===== src/rtl/fpe_pkg.sv =====
// shared types, constants, plane-selection helpers and saturation/magnitude helpers for the frustum plane extractor
package fpe_pkg;

  localparam int unsigned ENTRY_W = 32;
  localparam int unsigned ROWS = 4;
  localparam int unsigned COLS = 4;
  localparam int unsigned PIDX_W = 3;

  localparam logic [PIDX_W-1:0] PLANE_LEFT   = 3'd0;
  localparam logic [PIDX_W-1:0] PLANE_RIGHT  = 3'd1;
  localparam logic [PIDX_W-1:0] PLANE_BOTTOM = 3'd2;
  localparam logic [PIDX_W-1:0] PLANE_TOP    = 3'd3;
  localparam logic [PIDX_W-1:0] PLANE_NEAR   = 3'd4;
  localparam logic [PIDX_W-1:0] PLANE_FAR    = 3'd5;

  localparam logic [1:0] COL_LAST = 2'd3;

  localparam logic [ENTRY_W-1:0] Q_MAX = 32'h7fff_ffff;
  localparam logic [ENTRY_W-1:0] Q_MIN = 32'h8000_0000;

  typedef enum logic [1:0] {
    OP_ADD,
    OP_SUB,
    OP_BASE
  } plane_op_t;

  typedef enum logic [2:0] {
    ST_IDLE,
    ST_READ,
    ST_COMP,
    ST_SQUARE,
    ST_CHECK,
    ST_SQRT,
    ST_DIV,
    ST_EMIT
  } state_t;

  function automatic logic [1:0] plane_row(input logic [PIDX_W-1:0] p);
    logic [1:0] r;
    case (p)
      PLANE_LEFT, PLANE_RIGHT: r = 2'd0;
      PLANE_BOTTOM, PLANE_TOP: r = 2'd1;
      default:                 r = 2'd2;
    endcase
    return r;
  endfunction

  function automatic plane_op_t plane_op(input logic [PIDX_W-1:0] p);
    plane_op_t o;
    case (p)
      PLANE_LEFT, PLANE_BOTTOM: o = OP_ADD;
      PLANE_NEAR:               o = OP_BASE;
      default:                  o = OP_SUB;
    endcase
    return o;
  endfunction

  function automatic logic [ENTRY_W-1:0] sat33(input logic [ENTRY_W:0] v);
    logic [ENTRY_W-1:0] r;
    if (v[ENTRY_W] != v[ENTRY_W-1]) begin
      r = v[ENTRY_W] ? Q_MIN : Q_MAX;
    end else begin
      r = v[ENTRY_W-1:0];
    end
    return r;
  endfunction

  function automatic logic [ENTRY_W-1:0] magnitude(input logic [ENTRY_W-1:0] v);
    return v[ENTRY_W-1] ? (~v + 32'd1) : v;
  endfunction

endpackage


===== src/rtl/fpe_div.sv =====
// bit-serial restoring divider lane: round(value * 2^frac / len), saturated
module fpe_div
  import fpe_pkg::*;
#(
  parameter int unsigned FRAC_W = 16
) (
  input  logic        clk,
  input  logic        rst,
  input  logic        start,
  input  logic [31:0] value,
  input  logic [31:0] len,
  output logic        done,
  output logic [31:0] result
);

  localparam int unsigned NUM_W = ENTRY_W + FRAC_W;
  localparam int unsigned CNT_W = $clog2(NUM_W + 1);
  localparam logic [CNT_W-1:0] CNT_LAST = CNT_W'(NUM_W - 1);

  logic [NUM_W-1:0] num;
  logic [NUM_W-1:0] q;
  logic [32:0]      rem;
  logic [CNT_W-1:0] cnt;
  logic             busy;
  logic             neg;
  logic [31:0]      mag;
  logic [32:0]      trial;
  logic             hi;

  assign mag   = magnitude(value);
  assign trial = {rem[31:0], num[NUM_W-1]};
  assign hi    = |q[NUM_W-1:ENTRY_W];

  always_ff @(posedge clk) begin
    if (rst) begin
      busy <= 1'b0;
      done <= 1'b0;
    end else begin
      done <= 1'b0;
      if (start) begin
        busy <= 1'b1;
        cnt  <= '0;
        neg  <= value[31];
        // rounding half away from zero: add len/2 before dividing
        num  <= {mag, {FRAC_W{1'b0}}} + NUM_W'(len[31:1]);
        rem  <= '0;
        q    <= '0;
      end else if (busy) begin
        num <= {num[NUM_W-2:0], 1'b0};
        if (trial >= {1'b0, len}) begin
          rem <= trial - {1'b0, len};
          q   <= {q[NUM_W-2:0], 1'b1};
        end else begin
          rem <= trial;
          q   <= {q[NUM_W-2:0], 1'b0};
        end
        cnt <= cnt + CNT_W'(1);
        if (cnt == CNT_LAST) begin
          busy <= 1'b0;
          done <= 1'b1;
        end
      end
    end
  end

  always_comb begin
    if (neg) begin
      if (hi || (q[31] && (|q[30:0]))) begin
        result = Q_MIN;
      end else begin
        result = ~q[31:0] + 32'd1;
      end
    end else begin
      if (hi || q[31]) begin
        result = Q_MAX;
      end else begin
        result = q[31:0];
      end
    end
  end

endmodule


===== config.mk =====
export PLATFORM = sky130hd
export DESIGN_NAME = fpe_div
export DESIGN_NICKNAME = d
export VERILOG_FILES = /design/src/rtl/fpe_pkg.sv /design/src/rtl/fpe_div.sv
export SDC_FILE = /design/constraint.sdc
export NUM_CORES = 1
export LEC_CHECK = 0
export ABC_AREA = 1
export BUFFER_PORTS_ARGS = -buffer_cell sky130_fd_sc_hd__buf_2
export CAP_MARGIN = 20
export CORE_MARGIN = 3
export CORE_UTILIZATION = 55
export DETAILED_ROUTE_END_ITERATION = 7
export PLACE_DENSITY = 0.81
export SYNTH_ARGS = -nofsm -noshare
export SYNTH_HDL_FRONTEND = slang
export SYNTH_SLANG_ARGS = --single-unit

===== constraint.sdc =====
create_clock -name clk -period 10.4 [get_ports clk]
set_clock_uncertainty 0.1 [all_clocks]
set_input_delay 2.08 -clock clk [delete_from_list [all_inputs] [get_ports clk]]
set_output_delay 2.08 -clock clk [all_outputs]
set_load 0.005 [all_outputs]

==> results.json <==
{
  "outcome": "finished clean",
  "post-route-worst-setup-slack_ns": 5.09,
  "synth_nets": 1596,
  "fin_tns_setup_ns": 0,
  "irDropWorstVdd_mv": 0.127,
  "synthArstFlopShare_pct": 0,
  "timing_worst_setup_path_type": "flop to output port",
  "die_area_um2": 22100,
  "post_cts_hold_buffer_count": 0,
  "critPathBufInv": 1,
  "rsz_0062_raised_after_global_routing": "false",
  "timing_worst_slew_pin_value_ns": 1.02,
  "stdcell_area_um2": 12400,
  "remaining_drc_errors": 0,
  "ios": 100,
  "power.density_cell_area_nw_per_um2": 141,
  "cp_data_required_time_ns": 8.22,
  "postCtsSetupRepairBufs": 0,
  "synth.top_cells.by_count": "sky130_fd_sc_hd__nand2_1 (313), sky130_fd_sc_hd__nor2_1 (228), sky130_fd_sc_hd__inv_1 (176), sky130_fd_sc_hd__edfxtp_1 (135), sky130_fd_sc_hd__o21ai_0 (100)",
  "nNetsFinal": 1681,
  "synth.most_common_cell": "sky130_fd_sc_hd__nand2_1",
  "num_rows": 51,
  "worst-path-stages": 7,
  "launching_element_type_of_the_critical_path": "flop",
  "crit_path_start": "q[46]",
  "cts.htree.levels": 4,
  "maximum_number_of_pins_on_one_net_before_global_route_repair": 90,
  "maxCapViolations": 0,
  "synth_enable_flop_cells": 135,
  "worstSkewPairLatency_ns": 0.43,
  "post_synth.cell_area_avg_um2": 7.59,
  "synth.yosys.warnings": 0,
  "fmax_mhz": 188,
  "drt-total-wl_um": 27700,
  "slew_headroom_pct": 32.0,
  "crit_path_cell_trace": "nor2_1 > nand3_1 > nor4_1 > nand2_1 > nand2_2 > o221ai_1 > buf_2",
  "critical_path.endpoint_type": "output port",
  "worst_setup_hold_path_clk_slew_ns": 0.07,
  "timing.critical_path.fanout_max": 19,
  "antenna_left": 0,
  "p_leak_uw": 0.00550,
  "layout.cells.non_filler": 1838,
  "clock_tree.root_cell": "sky130_fd_sc_hd__clkbuf_16",
  "unique_cell_type_count_in_the_yosys_netlist": 49,
  "synth.top_cells.by_area": "sky130_fd_sc_hd__edfxtp_1 (36%), sky130_fd_sc_hd__nand2_1 (10%), sky130_fd_sc_hd__nor2_1 (7.6%)",
  "seq_area_frac_synth_pct": 36.6,
  "min_period_ns": 5.31,
  "num-fill-cells": 1742,
  "finalHoldViolCount": 0,
  "mappedNetlistArea_um2": 11200,
  "crit_family": "simple AND/OR/NAND/NOR gates",
  "final_layout_size_suffix_gt1_share_pct": 15.5,
  "clkSinkCount": 137,
  "place.detailed.hpwl_um": 20500,
  "place_ws_ns": 4.92,
  "synth_top_area_share_pct": 36.2,
  "regToRegStartpoint": "rem[14]",
  "vias_after_detailed_routing": 10181,
  "synth_cells": 1475,
  "dp.cells": 1806,
  "yosys.area.top_type": "sky130_fd_sc_hd__edfxtp_1",
  "ys.flop_type": "sky130_fd_sc_hd__edfxtp_1",
  "wire_per_inst_um": 15.1,
  "tritoncts.num_buffers": 17,
  "floorplan.initialDensity_pct": 56.8,
  "grt_antenna_before_repair": 0,
  "die_width_um": 149,
  "wire_length_of_the_first_global_routing_pass_um": 46800,
  "insertedDiodeCount": 0,
  "cts.path.max_buffers": 2,
  "grt.overflow.total": 0,
  "multiInputGateArea_um2": 6200,
  "gp_weighted_congestion": 0.930,
  "final_min_period_over_clock_period_pct": 51.0,
  "layout-area-overhead-vs-synth_pct": 11.0,
  "regArea_um2": 4090,
  "grt_use_total_pct": 25.7,
  "design.core.area_um2": 19700,
  "drt_pre_antenna_iters": 5,
  "cts_tree": "yes",
  "reg2reg_to": "rem[16]",
  "via_count_of_the_first_global_routing_pass": 9747,
  "timing.critical_path.to": "result[20]",
  "die_h_um": 149,
  "cpPeakStageDelay_ns": 0.62,
  "setup_viol_count_final": 0,
  "dr.first_iter.drc_count": 789,
  "arrival_time_at_the_worst_endpoint_ns": 3.13,
  "worst_path_max_delay_cell": "sky130_fd_sc_hd__nor4_1",
  "detail_routed_via_count_per_cell": 5.54,
  "io_buffer_count": 99,
  "rrSetupSlack_ns": 7.30,
  "synth.ff_latch_count": 137,
  "worstHoldPathType": "flop to flop",
  "place_area_um2": 11800,
  "cts_resized": 0,
  "ff2ff_path_depth": 12,
  "slew_viol_final": 0
}
==> registers in the layout, summed over array words and instances (netlist names) <==
name / flops
num: 48
rem: 32
cnt: 6
busy: 1
done: 1
neg: 1
q: 48
==> layer usage <==
layer,share of wire [%],vias up,routed length (um),global-route usage (%)
met1,47,4759,12900,36.4
met3,5.0,37,1380,2.93
met2,47,306,13000,41.6
met5,0,-,0,0
li1,-,5079,-,-
met4,1.6,0,451,7.62
==> worst reg2reg max path, cell delays in order, from the launching register on <==
cell	delay (ns)
sky130_fd_sc_hd__edfxtp_1	0.43
sky130_fd_sc_hd__ha_1	0.38
sky130_fd_sc_hd__nand2_1	0.16
sky130_fd_sc_hd__o21ai_0	0.35
sky130_fd_sc_hd__a21oi_1	0.09
sky130_fd_sc_hd__nand3_1	0.19
sky130_fd_sc_hd__nand2_1	0.07
sky130_fd_sc_hd__nand2_1	0.13
sky130_fd_sc_hd__nand3_1	0.13
sky130_fd_sc_hd__nand2_4	0.36
sky130_fd_sc_hd__inv_4	0.24
sky130_fd_sc_hd__nor2_2	0.15
sky130_fd_sc_hd__nor2_1	0.07
==> through the flow <==
stage,total power [uW],hold slack [ns],util (%)
floorplan,1050,0.344,-
global placement,1150,0.361,60.1
detailed placement,1160,0.390,60.1
CTS,1760,0.404,63.0
global route,1850,0.429,63.0
finish,1750,0.403,63.0
==> layout by cell type (no fill, tap or decap), types with 7 or more instances in the layout <==
| cell | n |
|---|---|
| sky130_fd_sc_hd__nand2_2 | 18 |
| sky130_fd_sc_hd__nor2_2 | 24 |
| sky130_fd_sc_hd__o21ai_0 | 100 |
| sky130_fd_sc_hd__xnor2_1 | 15 |
| sky130_fd_sc_hd__nand3_1 | 73 |
| sky130_fd_sc_hd__inv_1 | 175 |
| sky130_fd_sc_hd__xor2_1 | 59 |
| sky130_fd_sc_hd__buf_2 | 99 |
| sky130_fd_sc_hd__inv_2 | 10 |
| sky130_fd_sc_hd__nand2_1 | 313 |
| sky130_fd_sc_hd__edfxtp_1 | 135 |
| sky130_fd_sc_hd__a31oi_1 | 13 |
| sky130_fd_sc_hd__ha_1 | 52 |
| sky130_fd_sc_hd__nand3_2 | 11 |
| sky130_fd_sc_hd__nand3b_1 | 8 |
| sky130_fd_sc_hd__nor2_1 | 228 |
| sky130_fd_sc_hd__o21ai_1 | 19 |
| sky130_fd_sc_hd__nor3_1 | 21 |
| sky130_fd_sc_hd__nor2_4 | 7 |
| sky130_fd_sc_hd__o221ai_2 | 14 |
| sky130_fd_sc_hd__clkbuf_16 | 17 |
| sky130_fd_sc_hd__nand4_1 | 24 |
| sky130_fd_sc_hd__a21oi_1 | 60 |
| sky130_fd_sc_hd__nand2_4 | 9 |
==> worst min-delay path by stage <==
| stage | start | to | slack [ns] | cells past startpoint |
|---|---|---|---|---|
| global placement | busy | busy | 0.36 | 2 |
| global route | busy | busy | 0.43 | 2 |
| CTS | busy | busy | 0.40 | 2 |
| floorplan | busy | busy | 0.34 | 2 |
| detailed placement | busy | busy | 0.39 | 2 |
| finish | busy | busy | 0.40 | 2 |
==> power by group <==
part / switching (uW) / internal [uW] / leakage, uW
combinational: 304 / 160 / 0.00389
clock: 281 / 319 / 0.000278
sequential: 23.7 / 665 / 0.00133
total: 608 / 1140 / 0.00550
==> layout make-up <==
cell class                 instances  share of cell area [%]
inverter                         186                    5.64
timing repair buffer             103                    4.23
sequential                       137                    32.9
clock buffer                      17                    3.42
tap                              265                    2.67
clock inverter                    15                    1.24
multi-input combinational       1115                    49.9
==> kinds of logic after synthesis <==
logic type                 Yosys count  share of synthesized area [%]
and+or+nand+nor                    754                           30.8
xor gates and xnor gates            74                           5.79
adders and majority gates           54                           6.17
DFF                                137                           36.6
AOI/OAI and AO/OA                  233                           12.5
buffers and inverters              223                           8.19
No activity file was read; power rests on OpenSTA's default activity.
