$ cat src/rtl/fpe_pkg.sv
// shared types, constants, plane-selection helpers and saturation/magnitude helpers for the frustum plane extractor
package fpe_pkg;

  localparam int unsigned ENTRY_W = 32;
  localparam int unsigned ROWS = 4;
  localparam int unsigned COLS = 4;
  localparam int unsigned PIDX_W = 3;

  localparam logic [PIDX_W-1:0] PLANE_LEFT   = 3'd0;
  localparam logic [PIDX_W-1:0] PLANE_RIGHT  = 3'd1;
  localparam logic [PIDX_W-1:0] PLANE_BOTTOM = 3'd2;
  localparam logic [PIDX_W-1:0] PLANE_TOP    = 3'd3;
  localparam logic [PIDX_W-1:0] PLANE_NEAR   = 3'd4;
  localparam logic [PIDX_W-1:0] PLANE_FAR    = 3'd5;

  localparam logic [1:0] COL_LAST = 2'd3;

  localparam logic [ENTRY_W-1:0] Q_MAX = 32'h7fff_ffff;
  localparam logic [ENTRY_W-1:0] Q_MIN = 32'h8000_0000;

  typedef enum logic [1:0] {
    OP_ADD,
    OP_SUB,
    OP_BASE
  } plane_op_t;

  typedef enum logic [2:0] {
    ST_IDLE,
    ST_READ,
    ST_COMP,
    ST_SQUARE,
    ST_CHECK,
    ST_SQRT,
    ST_DIV,
    ST_EMIT
  } state_t;

  function automatic logic [1:0] plane_row(input logic [PIDX_W-1:0] p);
    logic [1:0] r;
    case (p)
      PLANE_LEFT, PLANE_RIGHT: r = 2'd0;
      PLANE_BOTTOM, PLANE_TOP: r = 2'd1;
      default:                 r = 2'd2;
    endcase
    return r;
  endfunction

  function automatic plane_op_t plane_op(input logic [PIDX_W-1:0] p);
    plane_op_t o;
    case (p)
      PLANE_LEFT, PLANE_BOTTOM: o = OP_ADD;
      PLANE_NEAR:               o = OP_BASE;
      default:                  o = OP_SUB;
    endcase
    return o;
  endfunction

  function automatic logic [ENTRY_W-1:0] sat33(input logic [ENTRY_W:0] v);
    logic [ENTRY_W-1:0] r;
    if (v[ENTRY_W] != v[ENTRY_W-1]) begin
      r = v[ENTRY_W] ? Q_MIN : Q_MAX;
    end else begin
      r = v[ENTRY_W-1:0];
    end
    return r;
  endfunction

  function automatic logic [ENTRY_W-1:0] magnitude(input logic [ENTRY_W-1:0] v);
    return v[ENTRY_W-1] ? (~v + 32'd1) : v;
  endfunction

endpackage

$ cat src/rtl/fpe_sqrt.sv
// bit-serial integer square root, one root bit per cycle
module fpe_sqrt
  import fpe_pkg::*;
(
  input  logic        clk,
  input  logic        rst,
  input  logic        start,
  input  logic [63:0] radicand,
  output logic        done,
  output logic [31:0] root
);

  logic [63:0] rad;
  logic [33:0] rem;
  logic [4:0]  cnt;
  logic        busy;
  logic [35:0] trial_rem;
  logic [35:0] trial_sub;
  logic [35:0] trial_diff;

  // bring down two radicand bits, try (root<<2)|1
  assign trial_rem  = {rem, rad[63:62]};
  assign trial_sub  = {2'b00, root, 2'b01};
  assign trial_diff = trial_rem - trial_sub;

  always_ff @(posedge clk) begin
    if (rst) begin
      busy <= 1'b0;
      done <= 1'b0;
    end else begin
      done <= 1'b0;
      if (start) begin
        busy <= 1'b1;
        cnt  <= '0;
        rad  <= radicand;
        rem  <= '0;
        root <= '0;
      end else if (busy) begin
        rad <= {rad[61:0], 2'b00};
        if (trial_rem >= trial_sub) begin
          rem  <= trial_diff[33:0];
          root <= {root[30:0], 1'b1};
        end else begin
          rem  <= trial_rem[33:0];
          root <= {root[30:0], 1'b0};
        end
        cnt <= cnt + 5'd1;
        if (cnt == 5'd31) begin
          busy <= 1'b0;
          done <= 1'b1;
        end
      end
    end
  end

endmodule

$ cat config.mk
export PLATFORM = sky130hd
export DESIGN_NAME = fpe_sqrt
export DESIGN_NICKNAME = d
export VERILOG_FILES = /design/src/rtl/fpe_pkg.sv /design/src/rtl/fpe_sqrt.sv
export SDC_FILE = /design/constraint.sdc
export NUM_CORES = 1
export LEC_CHECK = 0
export BUFFER_PORTS_ARGS = -buffer_cell sky130_fd_sc_hd__buf_2
export CORE_MARGIN = 4
export CORE_UTILIZATION = 50
export CTS_CLUSTER_SIZE = 24
export DETAILED_ROUTE_END_ITERATION = 8
export PLACE_DENSITY_LB_ADDON = 0.08
export SLEW_MARGIN = 15
export SYNTH_ARGS = -nofsm -noshare
export SYNTH_HDL_FRONTEND = slang
export SYNTH_SLANG_ARGS = --single-unit
$ cat constraint.sdc
create_clock -name clk -period 10.3 [get_ports clk]
set_input_delay 1.545 -clock clk [delete_from_list [all_inputs] [get_ports clk]]
set_output_delay 1.545 -clock clk [all_outputs]
set_load 0.02 [all_outputs]
==> results of run 1 <==
==> how the worst min path moves through the flow <==
| stage | start | to | cells after the start |
|---|---|---|---|
| floorplan | busy | done | 1 |
| global placement | busy | done | 1 |
| detailed placement | busy | done | 1 |
| CTS | busy | done | 1 |
| global route | busy | done | 1 |
| finish | busy | done | 1 |
==> cells by family (layout without fill, tap and decap cells) <==
| family | Yosys count | after routing | synth area share |
|---|---|---|---|
| and+or+nand+nor | 170 | 170 | 0.105 |
| buffers and inverters | 66 | 174 | 0.0384 |
| xor gates and xnor gates | 30 | 30 | 0.0346 |
| muxes | 85 | 85 | 0.122 |
| AOI/OAI and AO/OA | 104 | 104 | 0.100 |
| adders and majority gates | 36 | 36 | 0.0594 |
| DFF | 137 | 137 | 0.540 |
==> flip-flops by register name, summed over array words and instances, names as in the netlist <==
register  count
rad          64
root         32
cnt           5
rem          34
busy          1
done          1
==> power by group <==
group,internal (mW),switching [mW]
Sequential,0.674,0.0189
Clock,0.374,0.222
Combinational,0.158,0.206
==> layout make-up <==
cell class	instances	area [µm²]
multi-input combinational	425	3210
timing repair buffer	102	533
inverter	43	161
sequential	137	4090
clock buffer	19	433
clock inverter	10	130
tap	184	230
fill	1212	5910
==> placed cells by master (no fill, tap or decap), types with 4 or more instances in the layout <==
master,synthesis,final
nand2_1,18,18
a21o_1,15,15
inv_1,43,43
nand3_1,10,10
o21bai_1,5,5
or2_2,6,6
a31oi_1,5,5
edfxtp_1,135,135
xor2_1,11,11
mux2_2,62,62
o21ai_0,5,5
ha_1,36,36
or3_1,4,4
mux2i_1,23,23
and2_1,5,5
nor2b_1,7,7
o21a_1,4,4
nor2_1,88,87
nand4_1,4,4
a21oi_1,30,30
clkbuf_16,0,17
xnor2_1,19,19
buf_2,3,98
a211oi_1,8,8
nor3_1,13,13
==> layer usage <==
metal  wire [µm]  global-route usage
met1        6800               0.225
met2        6910               0.282
met3         936              0.0635
met4         346              0.0770
met5           0                   0
==> metrics by stage <==
step / utilization / total power, mW / setup slack (ns) / cells
after global routing: 0.598 / 1.74 / 6.34 / 920
after detailed placement: 0.560 / 1.07 / 6.64 / 891
final: 0.598 / 1.65 / 6.63 / 920
after CTS: 0.598 / 1.67 / 6.61 / 920
after floorplan: - / 0.991 / 2.27 / 628
after global placement: 0.560 / 1.06 / 6.66 / 891
==> impl_results.md, run 1 <==
* Leakage power at 3.66 nW
* Sequential fraction of the synthesis area at 0.540
* Slew Viols, Final at 0
* Number of buffers created by CTS at 17
* TritonCTS clock tree: built
* Initial core utilization at 0.516
* Antenna viol nets, final at 0
* Syn Std Cell Area at 7590 µm²
* Syn Nets at 731
* Worst hold margin at 0.522 ns
* Share of the synthesized area in the top cell type at 0.534
* Final #Nets at 829
* DP HPWL at 10300 µm
* Boundary Pins at 100
* CP max stage delay at 0.61 ns
* MaxCap Viol Count at 0
* Asr flop ratio synth at 0
* Startpoint types: flip-flop
* Worst reg2reg path depth at 11
* Synthesized area per cell at 12.1 µm²
* Post-synth EDFFs at 135
* Via count at 5083
* Area grow syn2layout at 15.9%
* DRT iter0 DRCs at 264
* Hold Crit Class: flip-flop to flip-flop
* Later-pin clock latency in the skew report at 0.42 ns
* WP buf/inv at 1
* DRT Pass-1 Iters at 5
* Die Width at 131 µm
* Hold Buf Count CTS at 0
* Crit end category: flip-flop
* Clock sinks at 137
* Pin count of the biggest net entering global routing at 136
* Diodes inserted at 0
* Family with the most delay on the worst path: compound AO/OA/AOI/OAI gates
* DRT Wirelength at 15000 µm
* Max-slew headroom at 0.453
* Hold Fails Final Rpt at 0
* CP startpoint: rem[7]
* Grt ovf at 0
* Yosys reg bits at 137
* Design area at 8790 µm²
* Worst path depth at 11
* Final Cycle Share at 0.357
* Via density at 5.53
* WP data required at 10.44 ns
* Synth area leaders: edfxtp_1 (53%), mux2_2 (9.2%), ha_1 (5.9%), nor2_1 (4.4%), mux2i_1 (3.0%)
* Die area at 17200 µm²
* Shortest period the worst path allows at 3.67 ns
* Clock Pin Slew Worst Setup and Hold Paths at 0.06 ns
* Critical Path, Cell by Cell: ha_1, and3_1, nand4_1, a21oi_1, o21bai_1, a31oi_1, o31ai_4, a21oi_4, buf_4, mux2i_1, nor2_1
* RSZ-0062 raised after global routing: no
* Root buf cell: clkbuf_16
* PwrDens at 188 nW/µm²
* Post_cts resized at 0
* Die Span Y at 131 µm
* Clock Path Buffers at 2
* Synth unique cells at 67
* Vias in the first global route at 5255
* Deepest level of the CTS H-tree at 4
* Share of layout cells above drive strength 1 at 0.285
* Top_reg_cell synth: edfxtp_1
* Most frequent cell after synthesis: edfxtp_1
* Measured slew at the worst slew-check pin at 0.821 ns
* Crit path to: rem[9]
* Wire length per cell at 16.3 µm
* Largest area contributor in the netlist: edfxtp_1
* Commonest cells in the netlist: edfxtp_1 (135), nor2_1 (88), mux2_2 (62)
* First-pass GRT wire length at 25200 µm
* Status: complete, no violations
* Core region area at 14700 µm²
* Max Clock Freq at 272 MHz
* Worst vdd rail ir drop at 0.109 mV
* Postcts setup bufs at 0
* Register-to-register setup slack at 6.63 ns
* Setup tns final at 0 ns
* Max FO, Critical Path at 23
* RR Startpoint: rem[7]
* Reg-to-reg endpoint: rem[9]
* Yosys warnings at 0
* Initial antenna violation count at 0
* Setup violators final at 0
* Cells after Synth at 628
* Skew final at 0.0148 ns
* Drt drc at 0
* Placer congestion estimate at 0.792
* Total Routing Usage GR at 0.179
* I/O Buffers at 99
* Cell Rows at 44
* Critical-path top delay cell: a21oi_4
* Placed cell area at 8230 µm²
* Critical path class: flip-flop to flip-flop
* Worst EP arrival at 3.82 ns
Note: power is estimated with default switching activity, not from simulation.
==> run 2, diff against run 1 <==
--- a/config.mk
+++ b/config.mk
@@ -5,6 +5,7 @@
 export SDC_FILE = /design/constraint.sdc
 export NUM_CORES = 1
 export LEC_CHECK = 0
+export ABC_AREA = 1
 export BUFFER_PORTS_ARGS = -buffer_cell sky130_fd_sc_hd__buf_2
 export CORE_MARGIN = 4
 export CORE_UTILIZATION = 50
==> constraint.sdc (replaced) <==
create_clock -name clk -period 3.18 [get_ports clk]
set_input_delay 0.477 -clock clk [delete_from_list [all_inputs] [get_ports clk]]
set_output_delay 0.477 -clock clk [all_outputs]
set_load 0.02 [all_outputs]
==> run 2 against run 1 <==
Via count grew 36%. Hold slack lost 0.24 ns. Synthesized area grew 12%. Clock power grew to 3.2 times the previous value. Flip-flop and latch count is the same. Register-to-register slack lost 6.0 ns. Highest routed layer unchanged. Non-clock buffer count grew 3. Wire length grew 28%. Cell area grew 11%. Largest cell class unchanged. Utilization shrank 1.1 points. Sequential share of layout area shrank 4.7 points.
==> impl_results.md, run 2 <==
* Shortest period the worst path allows at 2.50 ns (-1.17 ns)
* Post-synth EDFFs at 135 (unchanged)
* Total design power at 5.39 mW (+230%)
* Synth unique cells at 29 (-57%)
* Yosys warnings at 0 (unchanged)
* Core region area at 16600 µm² (+13%)
* Root buf cell: clkbuf_16
* Yosys reg bits at 137 (unchanged)
* Post_cts resized at 0 (unchanged)
* TritonCTS clock tree: built
* Final cell count without fillers at 1471 (+60%)
* Diodes inserted at 0 (unchanged)
* Clock sinks at 137 (unchanged)
* Die area at 19100 µm² (+11%)
* Deepest level of the CTS H-tree at 4 (unchanged)
* Sequential fraction of the synthesis area at 0.482 (-0.0576)
* DRT iter0 DRCs at 416 (+58%)
* Postcts setup bufs at 0 (unchanged)
* Max FO, Critical Path at 36 (+57%)
* Area grow syn2layout at 15.1%
* Commonest cells in the netlist: nand2_1 (529), inv_1 (160), nor2_1 (137)
* Grt ovf at 0 (unchanged)
* Commonest non-fill, non-tap cells in the layout: nand2_1 (529), inv_1 (160), nor2_1 (137)
* Boundary Pins at 100 (unchanged)
* Antenna viol nets, final at 0 (unchanged)
* Clock Pin Slew Worst Setup and Hold Paths at 0.06 ns (about the same)
* Via density at 4.71 (-15%)
* Leakage power at 5.09 nW (+39%)
* Initial core utilization at 0.510 (-0.00576)
* Worst EP arrival at 2.68 ns (-1.14 ns)
* Hold Buf Count CTS at 0 (unchanged)
* Total Routing Usage GR at 0.203 (+0.0242)
* Final Cycle Share at 0.787 (+0.431)
* Hold Crit Class: primary input to flip-flop
* Clock Path Buffers at 2 (unchanged)
* Via count at 6923 (+36%)
* Measured slew at the worst slew-check pin at 0.781 ns (-0.0403 ns)
* Synth area leaders: edfxtp_1 (48%), nand2_1 (23%), inv_1 (7.1%), nor2_1 (6.1%), ha_1 (5.3%)
* Setup violators final at 0 (unchanged)
* Biggest regs: rad: 64 flops, rem: 34 flops, root: 32 flops
* Post-Place Cells at 1439 (+62%)
* Pin count of the biggest net entering global routing at 100 (-26%)
* Max Clock Freq at 399 MHz (+47%)
* Max reg flops at 64 (unchanged)
* Initial antenna violation count at 0 (unchanged)
* Worst hold margin at 0.284 ns (-0.238 ns)
* PwrDens at 552 nW/µm² (+190%)
* First-pass GRT wire length at 32200 µm (+28%)
* Die Width at 138 µm (+5.5%)
* Status: complete, no violations
* Die Span Y at 138 µm (+5.5%)
* Largest area contributor in the netlist: edfxtp_1
* Slew Viols, Final at 0 (unchanged)
* Final #Nets at 1341 (+62%)
* Hold Fails Final Rpt at 0 (unchanged)
* Syn Std Cell Area at 8490 µm² (+12%)
* Worst vdd rail ir drop at 0.390 mV (+260%)
* Cell Rows at 47 (+6.8%)
* WP data required at 3.36 ns (-7.08 ns)
* Vias in the first global route at 6595 (+25%)
* RSZ-0062 raised after global routing: no
* Critical path class: flip-flop to flip-flop
* Skew final at 0.0134 ns (-0.00142 ns)
* Share of layout cells above drive strength 1 at 0.122 (-0.164)
* Wire length per cell at 13.0 µm (-20%)
* DRT Pass-1 Iters at 5 (unchanged)
* DRT Wirelength at 19200 µm (+28%)
* Top_reg_cell synth: edfxtp_1
* MaxCap Viol Count at 0 (unchanged)
* Max-slew headroom at 0.479 (+0.0269)
* Most common cell after layout, fill and taps aside: nand2_1
* Drt drc at 0 (unchanged)
* I/O Buffers at 99 (unchanged)
* Syn Nets at 1246 (+70%)
* Biggest register: rad
* Crit end category: flip-flop
* Synthesized area per cell at 7.43 µm² (-38%)
* Startpoint types: flip-flop
* DP HPWL at 13900 µm (+34%)
* Cells after Synth at 1143 (+82%)
* Number of buffers created by CTS at 17 (unchanged)
* Placer congestion estimate at 0.951 (+20%)
* Share of the synthesized area in the top cell type at 0.477 (-0.0571)
* Asr flop ratio synth at 0 (unchanged)
* Most frequent cell after synthesis: nand2_1
* Later-pin clock latency in the skew report at 0.42 ns (about the same)
-- run 2: changes by cell type after synthesis, sizes merged, moves of 8 or more --
cell	previous run	this run
a211oi	8	0
nor2b	8	0
inv	43	166
or2	9	0
mux2i	23	0
nor2	88	142
a21o	16	0
nand3b	1	10
nand3	10	19
a21oi	32	23
xor2	11	2
nand2	18	532
mux2	62	0
-- run 2: metal layers --
layer | global-route usage | part of all wire | up-vias
li1 | - | - | 3718
met1 | 0.279 | 0.48 | 3035
met2 | 0.329 | 0.46 | 157
met3 | 0.0487 | 0.050 | 13
met4 | 0.0458 | 0.0093 | 0
met5 | 0 | 0 | -
-- run 2: critical path, cell delays in order, from the launching register on --
cell	delay, ns
edfxtp_1	0.45
ha_1	0.40
nand2_2	0.11
nor2_1	0.24
nand2_1	0.12
nor2_2	0.12
nand4_1	0.11
nand4_2	0.12
buf_4	0.33
nand3_1	0.12
nand2_1	0.08
inv_1	0.03
-- run 2: final timing paths --
kind	startpoint	end	slack, ns	cells past startpoint
min	rst	done	0.28	2
max	rem[26]	rem[33]	0.68	11
min reg2reg	busy	done	0.51	2
max reg2reg	rem[26]	rem[33]	0.68	11
-- run 2: power breakdown --
group	total (mW)	leakage (nW)	switching [mW]	internal, mW
combinational	1.25	3.49	0.819	0.427
sequential	2.22	1.33	0.0559	2.17
clock	1.92	0.274	0.829	1.09
-- run 2: cell type report --
cell class,instances,area (µm²)
Sequential cell,137,4090
Inverter,166,636
Timing Repair Buffer,105,556
Multi-Input combinational cell,811,3650
Tap cell,220,275
Clock inverter,14,136
Clock buffer,18,429
Fill cell,1571,6870
-- run 2: through the flow --
stage           util  cell area, µm²  setup slack (ns)  setup TNS [ns]
3_3_place_gp   0.553            9210             0.714               0
5_1_grt        0.587            9780             0.460               0
3_5_place_dp   0.553            9210             0.724               0
2_1_floorplan      -            8540            -0.139          -18.80
6_report       0.587            9780             0.676               0
4_1_cts        0.587            9780             0.689               0
-- run 2: logic make-up (layout without fill, tap and decap cells) --
logic type | after synthesis | count (layout) | share of synthesized area
and+or+nand+nor | 726 | 726 | 0.337
adders and majority gates | 36 | 36 | 0.0530
DFF | 137 | 137 | 0.482
buffers and inverters | 195 | 303 | 0.0896
xor gates and xnor gates | 19 | 19 | 0.0196
AOI/OAI and AO/OA | 30 | 30 | 0.0191
